<file path="src/hw/rtl/alfp_pkg.sv">
// Shared types, constants and helpers for the array linked list free pool.
// No dependencies; every module of the block imports this package.
`default_nettype none

package alfp_pkg;

    // Pool geometry
    localparam int POOL_NODES   = 16;
    localparam int PAYLOAD_BITS = 32;
    localparam int NODE_CNT     = POOL_NODES + 1;          // entry 0 is nil
    localparam int MAX_OUT      = 16;
    localparam int TRV_LIMIT    = (MAX_OUT < POOL_NODES) ? MAX_OUT : POOL_NODES;
    localparam int CNT_W        = $clog2(TRV_LIMIT + 1);

    // Field widths fixed by the stream format
    localparam int MODE_W   = 2;
    localparam int IDX_W    = 5;
    localparam int WORD_W   = 32;
    localparam int STATUS_W = 2;

    localparam int IN_DATA_W  = 8 * ((IDX_W + WORD_W + 7) / 8);
    localparam int OUT_FLD_W  = IDX_W + WORD_W + IDX_W + 2;
    localparam int OUT_DATA_W = 8 * ((OUT_FLD_W + 7) / 8);

    // Operation codes
    localparam logic [MODE_W-1:0] MODE_INSERT   = 2'd0;
    localparam logic [MODE_W-1:0] MODE_DELETE   = 2'd1;
    localparam logic [MODE_W-1:0] MODE_TRAVERSE = 2'd2;

    // Result status codes
    localparam logic [STATUS_W-1:0] STS_OK     = 2'd0;
    localparam logic [STATUS_W-1:0] STS_FULL   = 2'd1;
    localparam logic [STATUS_W-1:0] STS_EMPTY  = 2'd2;
    localparam logic [STATUS_W-1:0] STS_BADPOS = 2'd3;

    typedef enum logic [3:0] {
        ST_IDLE,
        ST_CHECK,
        ST_INS_RD_FREE,
        ST_INS_RD_POS,
        ST_INS_WR_POS,
        ST_DEL_HEAD_RD,
        ST_DEL_POS_RD,
        ST_DEL_SUCC_RD,
        ST_DEL_REL,
        ST_TRV_RD,
        ST_EMIT
    } seq_state_t;

    typedef struct packed {
        logic [MODE_W-1:0]       mode;
        logic [IDX_W-1:0]        position;
        logic [PAYLOAD_BITS-1:0] payload;
    } cmd_t;

    typedef struct packed {
        logic [STATUS_W-1:0] status;
        logic [IDX_W-1:0]    node_index;
        logic [WORD_W-1:0]   node_payload;
        logic [IDX_W-1:0]    node_next;
        logic                list_empty;
        logic                pool_full;
        logic                last;
    } result_t;

    typedef struct packed {
        logic                    rd_en;
        logic [IDX_W-1:0]        rd_addr;
        logic                    link_wr_en;
        logic [IDX_W-1:0]        link_wr_addr;
        logic [IDX_W-1:0]        link_wr_data;
        logic                    pay_wr_en;
        logic [IDX_W-1:0]        pay_wr_addr;
        logic [PAYLOAD_BITS-1:0] pay_wr_data;
    } mem_req_t;

    typedef struct packed {
        logic [IDX_W-1:0]        link;
        logic [PAYLOAD_BITS-1:0] payload;
    } mem_rsp_t;

    // Link value of an entry that was never written: a chain 1 -> 2 -> ... -> nil
    function automatic logic [IDX_W-1:0] link_init(input logic [IDX_W-1:0] addr);
        logic [IDX_W-1:0] res;
        res = '0;
        if ((addr != '0) && (addr < IDX_W'(POOL_NODES)))
        begin
            res = addr + IDX_W'(1);
        end
        return res;
    endfunction

endpackage

`default_nettype wire

</file>
<file path="src/hw/rtl/alfp_node_mem.sv">
// Node storage: link memory with per-entry written bits and payload memory.
// One registered read port over both, one write port each. Uses alfp_pkg.
`default_nettype none

module alfp_node_mem
    import alfp_pkg::*;
(
    input  wire logic     clk,
    input  wire logic     rst_n,
    input  wire mem_req_t req,
    output mem_rsp_t      rsp
);

    logic [IDX_W-1:0]        link_mem [NODE_CNT];
    logic [PAYLOAD_BITS-1:0] pay_mem  [NODE_CNT];
    logic [NODE_CNT-1:0]     link_wr_reg;
    logic [IDX_W-1:0]        link_q_reg;
    logic [PAYLOAD_BITS-1:0] pay_q_reg;

    always_ff @(posedge clk or negedge rst_n)
    begin
        if (!rst_n)
        begin
            link_wr_reg <= '0;
        end
        else if (req.link_wr_en)
        begin
            link_wr_reg[req.link_wr_addr] <= 1'b1;
        end
    end

    always_ff @(posedge clk)
    begin
        if (req.link_wr_en)
        begin
            link_mem[req.link_wr_addr] <= req.link_wr_data;
        end
        if (req.pay_wr_en)
        begin
            pay_mem[req.pay_wr_addr] <= req.pay_wr_data;
        end
        // unwritten link entries read as their reset chain value
        if (req.rd_en)
        begin
            link_q_reg <= link_wr_reg[req.rd_addr] ? link_mem[req.rd_addr]
                                                   : link_init(req.rd_addr);
            pay_q_reg  <= pay_mem[req.rd_addr];
        end
    end

    assign rsp.link    = link_q_reg;
    assign rsp.payload = pay_q_reg;

endmodule

`default_nettype wire

</file>
<file path="src/hw/rtl/alfp_seq.sv">
// Operation sequencer: heads, in-use bits and the step order of each command.
// Drives the node memory port and hands results out. Uses alfp_pkg.
`default_nettype none

module alfp_seq
    import alfp_pkg::*;
(
    input  wire logic     clk,
    input  wire logic     rst_n,
    input  wire logic     in_valid,
    output logic          in_ready,
    input  wire cmd_t     cmd,
    input  wire logic     out_free,
    output logic          emit,
    output result_t       res,
    output mem_req_t      mem_req,
    input  wire mem_rsp_t mem_rsp
);

    seq_state_t              state_reg, state_next;
    logic [MODE_W-1:0]       mode_reg, mode_next;
    logic [IDX_W-1:0]        pos_reg, pos_next;
    logic [PAYLOAD_BITS-1:0] pay_reg, pay_next;
    logic [IDX_W-1:0]        node_reg, node_next;
    logic [IDX_W-1:0]        list_head_reg, list_head_next;
    logic [IDX_W-1:0]        free_head_reg, free_head_next;
    logic [NODE_CNT-1:0]     in_use_reg, in_use_next;
    logic [STATUS_W-1:0]     rstat_reg, rstat_next;
    logic [IDX_W-1:0]        rnode_reg, rnode_next;
    logic [CNT_W-1:0]        cnt_reg, cnt_next;

    logic pos_valid;
    logic trv_fin;

    assign pos_valid = (pos_reg != '0) && (pos_reg <= IDX_W'(POOL_NODES))
                       && in_use_reg[pos_reg];
    assign trv_fin   = (mem_rsp.link == '0) || (cnt_reg == CNT_W'(TRV_LIMIT - 1));

    always_ff @(posedge clk or negedge rst_n)
    begin
        if (!rst_n)
        begin
            state_reg     <= ST_IDLE;
            list_head_reg <= '0;
            free_head_reg <= IDX_W'(1);
            in_use_reg    <= '0;
        end
        else
        begin
            state_reg     <= state_next;
            list_head_reg <= list_head_next;
            free_head_reg <= free_head_next;
            in_use_reg    <= in_use_next;
        end
    end

    always_ff @(posedge clk)
    begin
        mode_reg  <= mode_next;
        pos_reg   <= pos_next;
        pay_reg   <= pay_next;
        node_reg  <= node_next;
        rstat_reg <= rstat_next;
        rnode_reg <= rnode_next;
        cnt_reg   <= cnt_next;
    end

    // next state
    always_comb
    begin
        state_next = state_reg;
        case (state_reg)
            ST_IDLE:
            begin
                if (in_valid)
                begin
                    state_next = ST_CHECK;
                end
            end
            ST_CHECK:
            begin
                case (mode_reg)
                    MODE_INSERT:
                    begin
                        if ((free_head_reg == '0) || ((pos_reg != '0) && !pos_valid))
                            state_next = ST_EMIT;
                        else
                            state_next = ST_INS_RD_FREE;
                    end
                    MODE_DELETE:
                    begin
                        if (list_head_reg == '0)
                            state_next = ST_EMIT;
                        else if (pos_reg == '0)
                            state_next = ST_DEL_HEAD_RD;
                        else if (!pos_valid)
                            state_next = ST_EMIT;
                        else
                            state_next = ST_DEL_POS_RD;
                    end
                    MODE_TRAVERSE:
                    begin
                        if (list_head_reg == '0)
                            state_next = ST_EMIT;
                        else
                            state_next = ST_TRV_RD;
                    end
                    default:
                    begin
                        state_next = ST_EMIT;
                    end
                endcase
            end
            ST_INS_RD_FREE:
            begin
                state_next = (pos_reg == '0) ? ST_EMIT : ST_INS_RD_POS;
            end
            ST_INS_RD_POS:  state_next = ST_INS_WR_POS;
            ST_INS_WR_POS:  state_next = ST_EMIT;
            ST_DEL_HEAD_RD: state_next = ST_EMIT;
            ST_DEL_POS_RD:
            begin
                state_next = (mem_rsp.link == '0) ? ST_EMIT : ST_DEL_SUCC_RD;
            end
            ST_DEL_SUCC_RD: state_next = ST_DEL_REL;
            ST_DEL_REL:     state_next = ST_EMIT;
            ST_TRV_RD:
            begin
                if (out_free && trv_fin)
                begin
                    state_next = ST_IDLE;
                end
            end
            ST_EMIT:
            begin
                if (out_free)
                begin
                    state_next = ST_IDLE;
                end
            end
            default:        state_next = ST_IDLE;
        endcase
    end

    // datapath, memory port and result
    always_comb
    begin
        mode_next      = mode_reg;
        pos_next       = pos_reg;
        pay_next       = pay_reg;
        node_next      = node_reg;
        list_head_next = list_head_reg;
        free_head_next = free_head_reg;
        in_use_next    = in_use_reg;
        rstat_next     = rstat_reg;
        rnode_next     = rnode_reg;
        cnt_next       = cnt_reg;
        in_ready       = 1'b0;
        emit           = 1'b0;
        res            = '0;
        mem_req        = '0;

        case (state_reg)
            ST_IDLE:
            begin
                in_ready = 1'b1;
                if (in_valid)
                begin
                    mode_next = cmd.mode;
                    pos_next  = cmd.position;
                    pay_next  = cmd.payload;
                end
            end
            ST_CHECK:
            begin
                rstat_next = STS_OK;
                rnode_next = '0;
                case (mode_reg)
                    MODE_INSERT:
                    begin
                        if (free_head_reg == '0)
                        begin
                            rstat_next = STS_FULL;
                        end
                        else if ((pos_reg != '0) && !pos_valid)
                        begin
                            rstat_next = STS_BADPOS;
                        end
                        else
                        begin
                            // pop the free head: fetch its link, store the payload
                            node_next                  = free_head_reg;
                            in_use_next[free_head_reg] = 1'b1;
                            mem_req.rd_en              = 1'b1;
                            mem_req.rd_addr            = free_head_reg;
                            mem_req.pay_wr_en          = 1'b1;
                            mem_req.pay_wr_addr        = free_head_reg;
                            mem_req.pay_wr_data        = pay_reg;
                        end
                    end
                    MODE_DELETE:
                    begin
                        if (list_head_reg == '0)
                        begin
                            rstat_next = STS_EMPTY;
                        end
                        else if (pos_reg == '0)
                        begin
                            node_next       = list_head_reg;
                            mem_req.rd_en   = 1'b1;
                            mem_req.rd_addr = list_head_reg;
                        end
                        else if (!pos_valid)
                        begin
                            rstat_next = STS_BADPOS;
                        end
                        else
                        begin
                            mem_req.rd_en   = 1'b1;
                            mem_req.rd_addr = pos_reg;
                        end
                    end
                    MODE_TRAVERSE:
                    begin
                        if (list_head_reg == '0)
                        begin
                            rstat_next = STS_EMPTY;
                        end
                        else
                        begin
                            node_next       = list_head_reg;
                            cnt_next        = '0;
                            mem_req.rd_en   = 1'b1;
                            mem_req.rd_addr = list_head_reg;
                        end
                    end
                    default:
                    begin
                        rstat_next = STS_OK;
                    end
                endcase
            end
            ST_INS_RD_FREE:
            begin
                free_head_next = mem_rsp.link;
                rstat_next     = STS_OK;
                rnode_next     = node_reg;
                if (pos_reg == '0)
                begin
                    mem_req.link_wr_en   = 1'b1;
                    mem_req.link_wr_addr = node_reg;
                    mem_req.link_wr_data = list_head_reg;
                    list_head_next       = node_reg;
                end
                else
                begin
                    mem_req.rd_en   = 1'b1;
                    mem_req.rd_addr = pos_reg;
                end
            end
            ST_INS_RD_POS:
            begin
                mem_req.link_wr_en   = 1'b1;
                mem_req.link_wr_addr = node_reg;
                mem_req.link_wr_data = mem_rsp.link;
            end
            ST_INS_WR_POS:
            begin
                mem_req.link_wr_en   = 1'b1;
                mem_req.link_wr_addr = pos_reg;
                mem_req.link_wr_data = node_reg;
            end
            ST_DEL_HEAD_RD:
            begin
                list_head_next        = mem_rsp.link;
                mem_req.link_wr_en    = 1'b1;
                mem_req.link_wr_addr  = node_reg;
                mem_req.link_wr_data  = free_head_reg;
                free_head_next        = node_reg;
                in_use_next[node_reg] = 1'b0;
                rstat_next            = STS_OK;
                rnode_next            = node_reg;
            end
            ST_DEL_POS_RD:
            begin
                if (mem_rsp.link == '0)
                begin
                    rstat_next = STS_BADPOS;
                    rnode_next = '0;
                end
                else
                begin
                    node_next       = mem_rsp.link;
                    mem_req.rd_en   = 1'b1;
                    mem_req.rd_addr = mem_rsp.link;
                end
            end
            ST_DEL_SUCC_RD:
            begin
                // bypass the victim
                mem_req.link_wr_en   = 1'b1;
                mem_req.link_wr_addr = pos_reg;
                mem_req.link_wr_data = mem_rsp.link;
            end
            ST_DEL_REL:
            begin
                mem_req.link_wr_en    = 1'b1;
                mem_req.link_wr_addr  = node_reg;
                mem_req.link_wr_data  = free_head_reg;
                free_head_next        = node_reg;
                in_use_next[node_reg] = 1'b0;
                rstat_next            = STS_OK;
                rnode_next            = node_reg;
            end
            ST_TRV_RD:
            begin
                if (out_free)
                begin
                    emit             = 1'b1;
                    res.status       = STS_OK;
                    res.node_index   = node_reg;
                    res.node_payload = WORD_W'(mem_rsp.payload);
                    res.node_next    = mem_rsp.link;
                    res.list_empty   = (list_head_reg == '0);
                    res.pool_full    = (free_head_reg == '0);
                    res.last         = trv_fin;
                    if (!trv_fin)
                    begin
                        node_next       = mem_rsp.link;
                        cnt_next        = cnt_reg + CNT_W'(1);
                        mem_req.rd_en   = 1'b1;
                        mem_req.rd_addr = mem_rsp.link;
                    end
                end
            end
            ST_EMIT:
            begin
                if (out_free)
                begin
                    emit           = 1'b1;
                    res.status     = rstat_reg;
                    res.node_index = rnode_reg;
                    res.list_empty = (list_head_reg == '0);
                    res.pool_full  = (free_head_reg == '0);
                    res.last       = 1'b1;
                end
            end
            default:
            begin
                emit = 1'b0;
            end
        endcase
    end

`ifndef SYNTHESIS
    a_emit_has_room: assert property (@(posedge clk) disable iff (!rst_n)
        emit |-> out_free)
        else $error("result handed out with the output stage full");

    a_heads_distinct: assert property (@(posedge clk) disable iff (!rst_n)
        (list_head_reg != '0) |-> (list_head_reg != free_head_reg))
        else $error("list head and free head name the same node");

    a_head_in_use: assert property (@(posedge clk) disable iff (!rst_n)
        (list_head_reg != '0) |-> in_use_reg[list_head_reg])
        else $error("list head node is not marked in use");

    a_one_at_a_time: assert property (@(posedge clk) disable iff (!rst_n)
        (in_valid && in_ready) |=> !in_ready)
        else $error("second command taken while one is in flight");
`endif

endmodule

`default_nettype wire

</file>
<file path="src/hw/rtl/array_linked_list_free_pool.sv">
// Top level of the array linked list free pool: stream ports and output register.
// Instantiates alfp_seq and alfp_node_mem; uses alfp_pkg.
//
//  Channel  | Direction | tdata (low bit up)                         | tuser  | tlast
//  ---------+-----------+--------------------------------------------+--------+-------
//  s_axis   | in        | position[4:0], payload[36:5], zero fill     | mode   | -
//  m_axis   | out       | node_index, node_payload, node_next,        | status | last
//           |           | list_empty, pool_full, zero fill            |        |
//
// Steps after the check: none for error answers and unused mode 3; a delete naming
// the tail node reads it; insert or delete at the head reads the free or list head;
// insert after a node also reads it and writes both links; delete after a node reads
// it and its successor, then bypasses and frees the victim; traverse reads each node.
// All link reads and writes go through the single node memory port; the
// sequencer steps one command at a time and drops s_axis_tready meanwhile.
// Reset sets both heads, clears in-use bits and link written bits; no clearing pass.
// A stalled m_axis holds the result beat and the sequencer waits on it.
`default_nettype none

module array_linked_list_free_pool
    import alfp_pkg::*;
(
    input  wire logic                  clk,
    input  wire logic                  rst_n,
    input  wire logic                  s_axis_tvalid,
    output logic                       s_axis_tready,
    input  wire logic [IN_DATA_W-1:0]  s_axis_tdata,   // position, payload
    input  wire logic [MODE_W-1:0]     s_axis_tuser,   // mode
    output logic                       m_axis_tvalid,
    input  wire logic                  m_axis_tready,
    output logic [OUT_DATA_W-1:0]      m_axis_tdata,   // node_index, node_payload,
                                                       // node_next, list_empty, pool_full
    output logic [STATUS_W-1:0]        m_axis_tuser,   // status
    output logic                       m_axis_tlast    // last
);

    cmd_t     cmd;
    logic     out_free;
    logic     emit;
    result_t  res;
    mem_req_t mem_req;
    mem_rsp_t mem_rsp;

    logic    m_valid_reg, m_valid_next;
    result_t m_res_reg, m_res_next;

    // unpack the command beat; payload keeps its low PAYLOAD_BITS
    assign cmd.mode     = s_axis_tuser;
    assign cmd.position = s_axis_tdata[IDX_W-1:0];
    assign cmd.payload  = PAYLOAD_BITS'(s_axis_tdata[IDX_W +: WORD_W]);

    alfp_seq u_seq (
        .clk      (clk),
        .rst_n    (rst_n),
        .in_valid (s_axis_tvalid),
        .in_ready (s_axis_tready),
        .cmd      (cmd),
        .out_free (out_free),
        .emit     (emit),
        .res      (res),
        .mem_req  (mem_req),
        .mem_rsp  (mem_rsp)
    );

    alfp_node_mem u_mem (
        .clk   (clk),
        .rst_n (rst_n),
        .req   (mem_req),
        .rsp   (mem_rsp)
    );

    // output register: free when empty or draining this cycle
    assign out_free = !m_valid_reg || m_axis_tready;

    always_comb
    begin
        m_valid_next = m_valid_reg && !m_axis_tready;
        m_res_next   = m_res_reg;
        if (emit)
        begin
            m_valid_next = 1'b1;
            m_res_next   = res;
        end
    end

    always_ff @(posedge clk or negedge rst_n)
    begin
        if (!rst_n)
        begin
            m_valid_reg <= 1'b0;
        end
        else
        begin
            m_valid_reg <= m_valid_next;
        end
    end

    always_ff @(posedge clk)
    begin
        m_res_reg <= m_res_next;
    end

    assign m_axis_tvalid = m_valid_reg;
    assign m_axis_tuser  = m_res_reg.status;
    assign m_axis_tlast  = m_res_reg.last;
    assign m_axis_tdata  = OUT_DATA_W'({m_res_reg.pool_full, m_res_reg.list_empty,
                                        m_res_reg.node_next, m_res_reg.node_payload,
                                        m_res_reg.node_index});

endmodule

`default_nettype wire
</file>
<file path="config.mk">
export PLATFORM = sky130hd
export DESIGN_NAME = array_linked_list_free_pool
export DESIGN_NICKNAME = d
export VERILOG_FILES = /design/src/hw/rtl/alfp_pkg.sv /design/src/hw/rtl/alfp_node_mem.sv /design/src/hw/rtl/alfp_seq.sv /design/src/hw/rtl/array_linked_list_free_pool.sv
export SDC_FILE = /design/constraint.sdc
export NUM_CORES = 1
export LEC_CHECK = 0
export ABC_AREA = 0
export ABC_CLOCK_PERIOD_IN_PS = 6300
export BUFFER_PORTS_ARGS = -buffer_cell sky130_fd_sc_hd__buf_2
export CAP_MARGIN = 30
export CORE_UTILIZATION = 39
export CTS_CLUSTER_DIAMETER = 50
export DETAILED_ROUTE_END_ITERATION = 10
export GPL_TIMING_DRIVEN = 0
export PLACE_DENSITY = 0.61
export SETUP_SLACK_MARGIN = 0.15
export SYNTH_ARGS = -nofsm -noshare
export SYNTH_HDL_FRONTEND = slang
export SYNTH_SLANG_ARGS = --single-unit
</file>
<file path="constraint.sdc">
create_clock -name clk -period 6.3 [get_ports clk]
set_clock_uncertainty 0.2 [all_clocks]
set_input_delay 0.315 -clock clk [delete_from_list [all_inputs] [get_ports clk]]
set_output_delay 0.315 -clock clk [all_outputs]
set_load 0.05 [all_outputs]
</file>
==> flow_summary.yaml <==
power_and_ir_drop:
  combinationalPowerShare_pct: 31.1
  pwr_density_cell_nw_per_um2: 457
  power_frac_clock_pct: 31.3
  switching_power_mw: 6.39
  p_leak_nw: 14.0
  pwr-share-seq_pct: 37.7
  vdd_drop_max_mv: 0.249
  p_int_mw: 11.9
  switching_share_pct: 35.0
logic_synthesis:
  synth_cells: 2270
  synth_warnings: 0
  ys.flop_type: "edfxtp_1"
  async_reset_ff_share_pct: 5.99
  yosys_register_bits: 818
  syn_avg_cell_area_um2: 14.8
  ys_types: 79
  ys_seq_area_share_pct: 72.6
  netlist_area_um2: 33500
  synth_edf_count: 769
timing:
  rsz0062_at_grt: "no"
  holdWs_ns: 0.0138
  maxSlewViolCount: 0
  max_slew_margin_pct: 30.6
  fin_crit_sh_pct: 84.0
  min_period_ns: 5.29
  max_freq_ghz: 0.189
  tightest_slew_ns: 1.03
  hold_viol: 0
  setup_viol: 0
global_routing:
  track_usage_pct: 21.5
  overflow: 0
  grt_pass1_wl_um: 137000
  grt_pass1_vias: 20871
  antenna_found_initial: 0
  grt_max_degree: 28
final_layout:
  antennaDiodeCount: 0
  multi_input_area_um2: 8650
  largest_register: "u_mem.pay_mem"
  drive_above_1_share_pct: 16.7
  fill_cells: 7478
  fin_cells: 3791
  seqCellArea_um2: 24300
  largest_register_ffs: 544
  nets: 2621
  synthToLayoutAreaGrowth_pct: 19.2
cts:
  cts_tree: "built"
  cts_made_buffers: 96
  cts_sinks: 818
  htreeDepth: 3
  cts_setup_buffers: 0
  clk_latency_ns: 0.67
  root_buffer: "clkbuf_16"
  clk_pin_slew_ns: 0.06
  cts_max_path_buffers: 3
place:
  place_congestion: 0.880
  dp.cells: 3571
  hpwl_um: 63000
  port_buffers: 91
setup_path:
  crit_path_start_kind: "flop"
  required_ns: 6.46
  worstSetupPathType: "reg2reg"
  endpoint_kind: "flop"
  cp_max_fo: 10
  crit_arrival_ns: 5.46
route:
  ant_nets: 0
  wl_per_cell_um: 24.7
  wl_um: 93600
  firstDrtPassIters: 5
  routed-via-count: 20961
  drc: 0
  via_per_inst: 5.53
  drt_iter0_drc: 2046
job:
  cap_violations: 0
outcome:
  run_status: "finished, final reports clean"
floorplanning:
  core.rowCount: 107
  fp.dieW_um: 295
  core_area_um2: 85100
  die_h_um: 295
  start_util_pct: 39.4
  die-area_um2: 87100
  num_io_pins: 99
worst_hold_path:
  hold_path.class: "in2async"
-- cells in the mapped netlist, drive strengths merged, types with 11 or more instances --
| cell | instances | area share, % |
|---|---|---|
| nor3 | 17 | 0.25 |
| nand2 | 427 | 4.8 |
| buf | 79 | 1.4 |
| clkbuf | 72 | 0.81 |
| mux2i | 146 | 4.4 |
| mux4 | 40 | 2.7 |
| a21oi | 28 | 0.43 |
| or2 | 19 | 0.35 |
| nor2 | 74 | 0.86 |
| o21ai | 65 | 0.99 |
| dfrtp | 48 | 3.6 |
| edfxtp | 769 | 69 |
| o22a | 12 | 0.31 |
| nand3 | 32 | 0.49 |
| o31ai | 36 | 0.82 |
| nor2b | 11 | 0.21 |
| inv | 20 | 0.22 |
| a311oi | 69 | 1.8 |
| a22oi | 16 | 0.36 |
| nand4 | 11 | 0.21 |
| and2 | 37 | 0.69 |
| nand2b | 11 | 0.21 |
| a31oi | 17 | 0.32 |
| and3 | 109 | 2.0 |
-- layout by cell type, fill, tap and decap left out, types with 12 or more instances in the layout --
cell           synthesis  routed
mux4_2                40      40
clkbuf_1              72      83
nor3_1                17      17
nand2_1              426     426
o31ai_1               35      35
clkinv_2               0      16
nand3_1               31      31
mux2i_1              146     146
o21ai_1               31      36
buf_12                 0      15
inv_1                 18      17
a311oi_1              69      69
o21ai_0               32      27
and2_1                37      36
a22oi_1               16      16
edfxtp_1             769     769
dfrtp_1               48      48
buf_1                 15      15
a31oi_1               17      17
nor2_4                 1      16
buf_6                 12      14
buf_4                  9      14
buf_2                 43     134
nor2_1                72      57
and3_1               109     109
conb_1                 1      36
dlygate4sd3_1          0      42
a21oi_1               27      27
clkbuf_16              0      98
bufinv_16              0      13
or2_2                 17      17
o22a_1                12      12
-- worst max-delay path, stage by stage (launching register included) --
cell      delay (ns)
edfxtp_1        0.42
buf_2           0.34
mux2i_1         0.34
a22oi_1         0.14
nand4_1         0.27
nand3b_1        0.34
a41oi_1         0.30
nand2_1         0.36
inv_2           0.36
buf_2           0.45
clkbuf_1        0.68
a311oi_1        0.25
o31ai_1         0.41
o21ai_1         0.10
-- what timing repair did --
item / in CTS / in global routing
endpoints found under the hold margin: 89 / 0
hold buffers: 42 / 0
resized for setup: 0 / 0
-- cell type report --
cell class,instances,share of cell area [%]
repair buffers,164,3.59
flip-flops and latches,818,60.9
clock inverters,69,2.03
multi-input cells,1316,21.6
plain buffers,151,1.86
inverters,20,0.188
well taps,1144,3.58
clock buffers,109,6.24
-- through the flow --
step / TNS (ns) / cell area (µm²) / total power [mW] / util, % / worst slack (ns)
floorplan: 0 / 33600 / 10.5 / - / 1.30
global placement: -619.26 / 35500 / 12.4 / 41.7 / -1.68
detailed placement: 0 / 36200 / 12.6 / 42.6 / 1.17
CTS: 0 / 40000 / 18.3 / 46.9 / 1.14
global route: 0 / 40000 / 18.9 / 46.9 / 0.814
finish: 0 / 40000 / 18.3 / 46.9 / 1.01
-- cell families after synthesis --
family,Yosys count,share of synthesized area [%]
adders and majority gates,8,0.299
and+or+nand+nor,775,10.8
AOI/OAI and AO/OA,304,6.65
DFF,818,72.6
xor gates and xnor gates,5,0.131
muxes,188,7.12
buffers and inverters,171,2.45
other,1,0.0112
-- power groups by stage --
stage	Clock, mW	Sequential [mW]	Combinational, mW
after CTS	5.79	6.87	5.64
after global routing	5.98	6.92	6.04
after floorplan	0	7.17	3.35
after global placement	0	7.02	5.38
final	5.71	6.88	5.67
after detailed placement	0	6.98	5.59
-- metal layers --
layer / global-route usage, % / part of all wire (%) / up-vias
met2: 34.6 / 46 / 982
met5: 0 / 0 / -
li1: - / - / 9212
met1: 29.4 / 42 / 10582
met3: 3.68 / 7.5 / 185
met4: 8.00 / 3.6 / 0
-- final timing paths --
path	from	end	slack, ns	cells past startpoint
min	rst_n	u_seq.in_use_reg[2]	0.01	2
min in group clk	s_axis_tdata[24]	u_seq.pay_reg[19]	0.15	2
max reg2reg	u_seq.pos_reg[0]	u_mem.pay_q_reg[26]	1.01	13
min reg2reg	u_mem.link_wr_reg[16]	u_mem.link_wr_reg[16]	0.26	1
max	u_seq.pos_reg[0]	u_mem.pay_q_reg[26]	1.01	13
max in group asynchronous	rst_n	u_seq.state_reg[2]	5.30	3
Note: power is estimated with default switching activity, not from simulation.
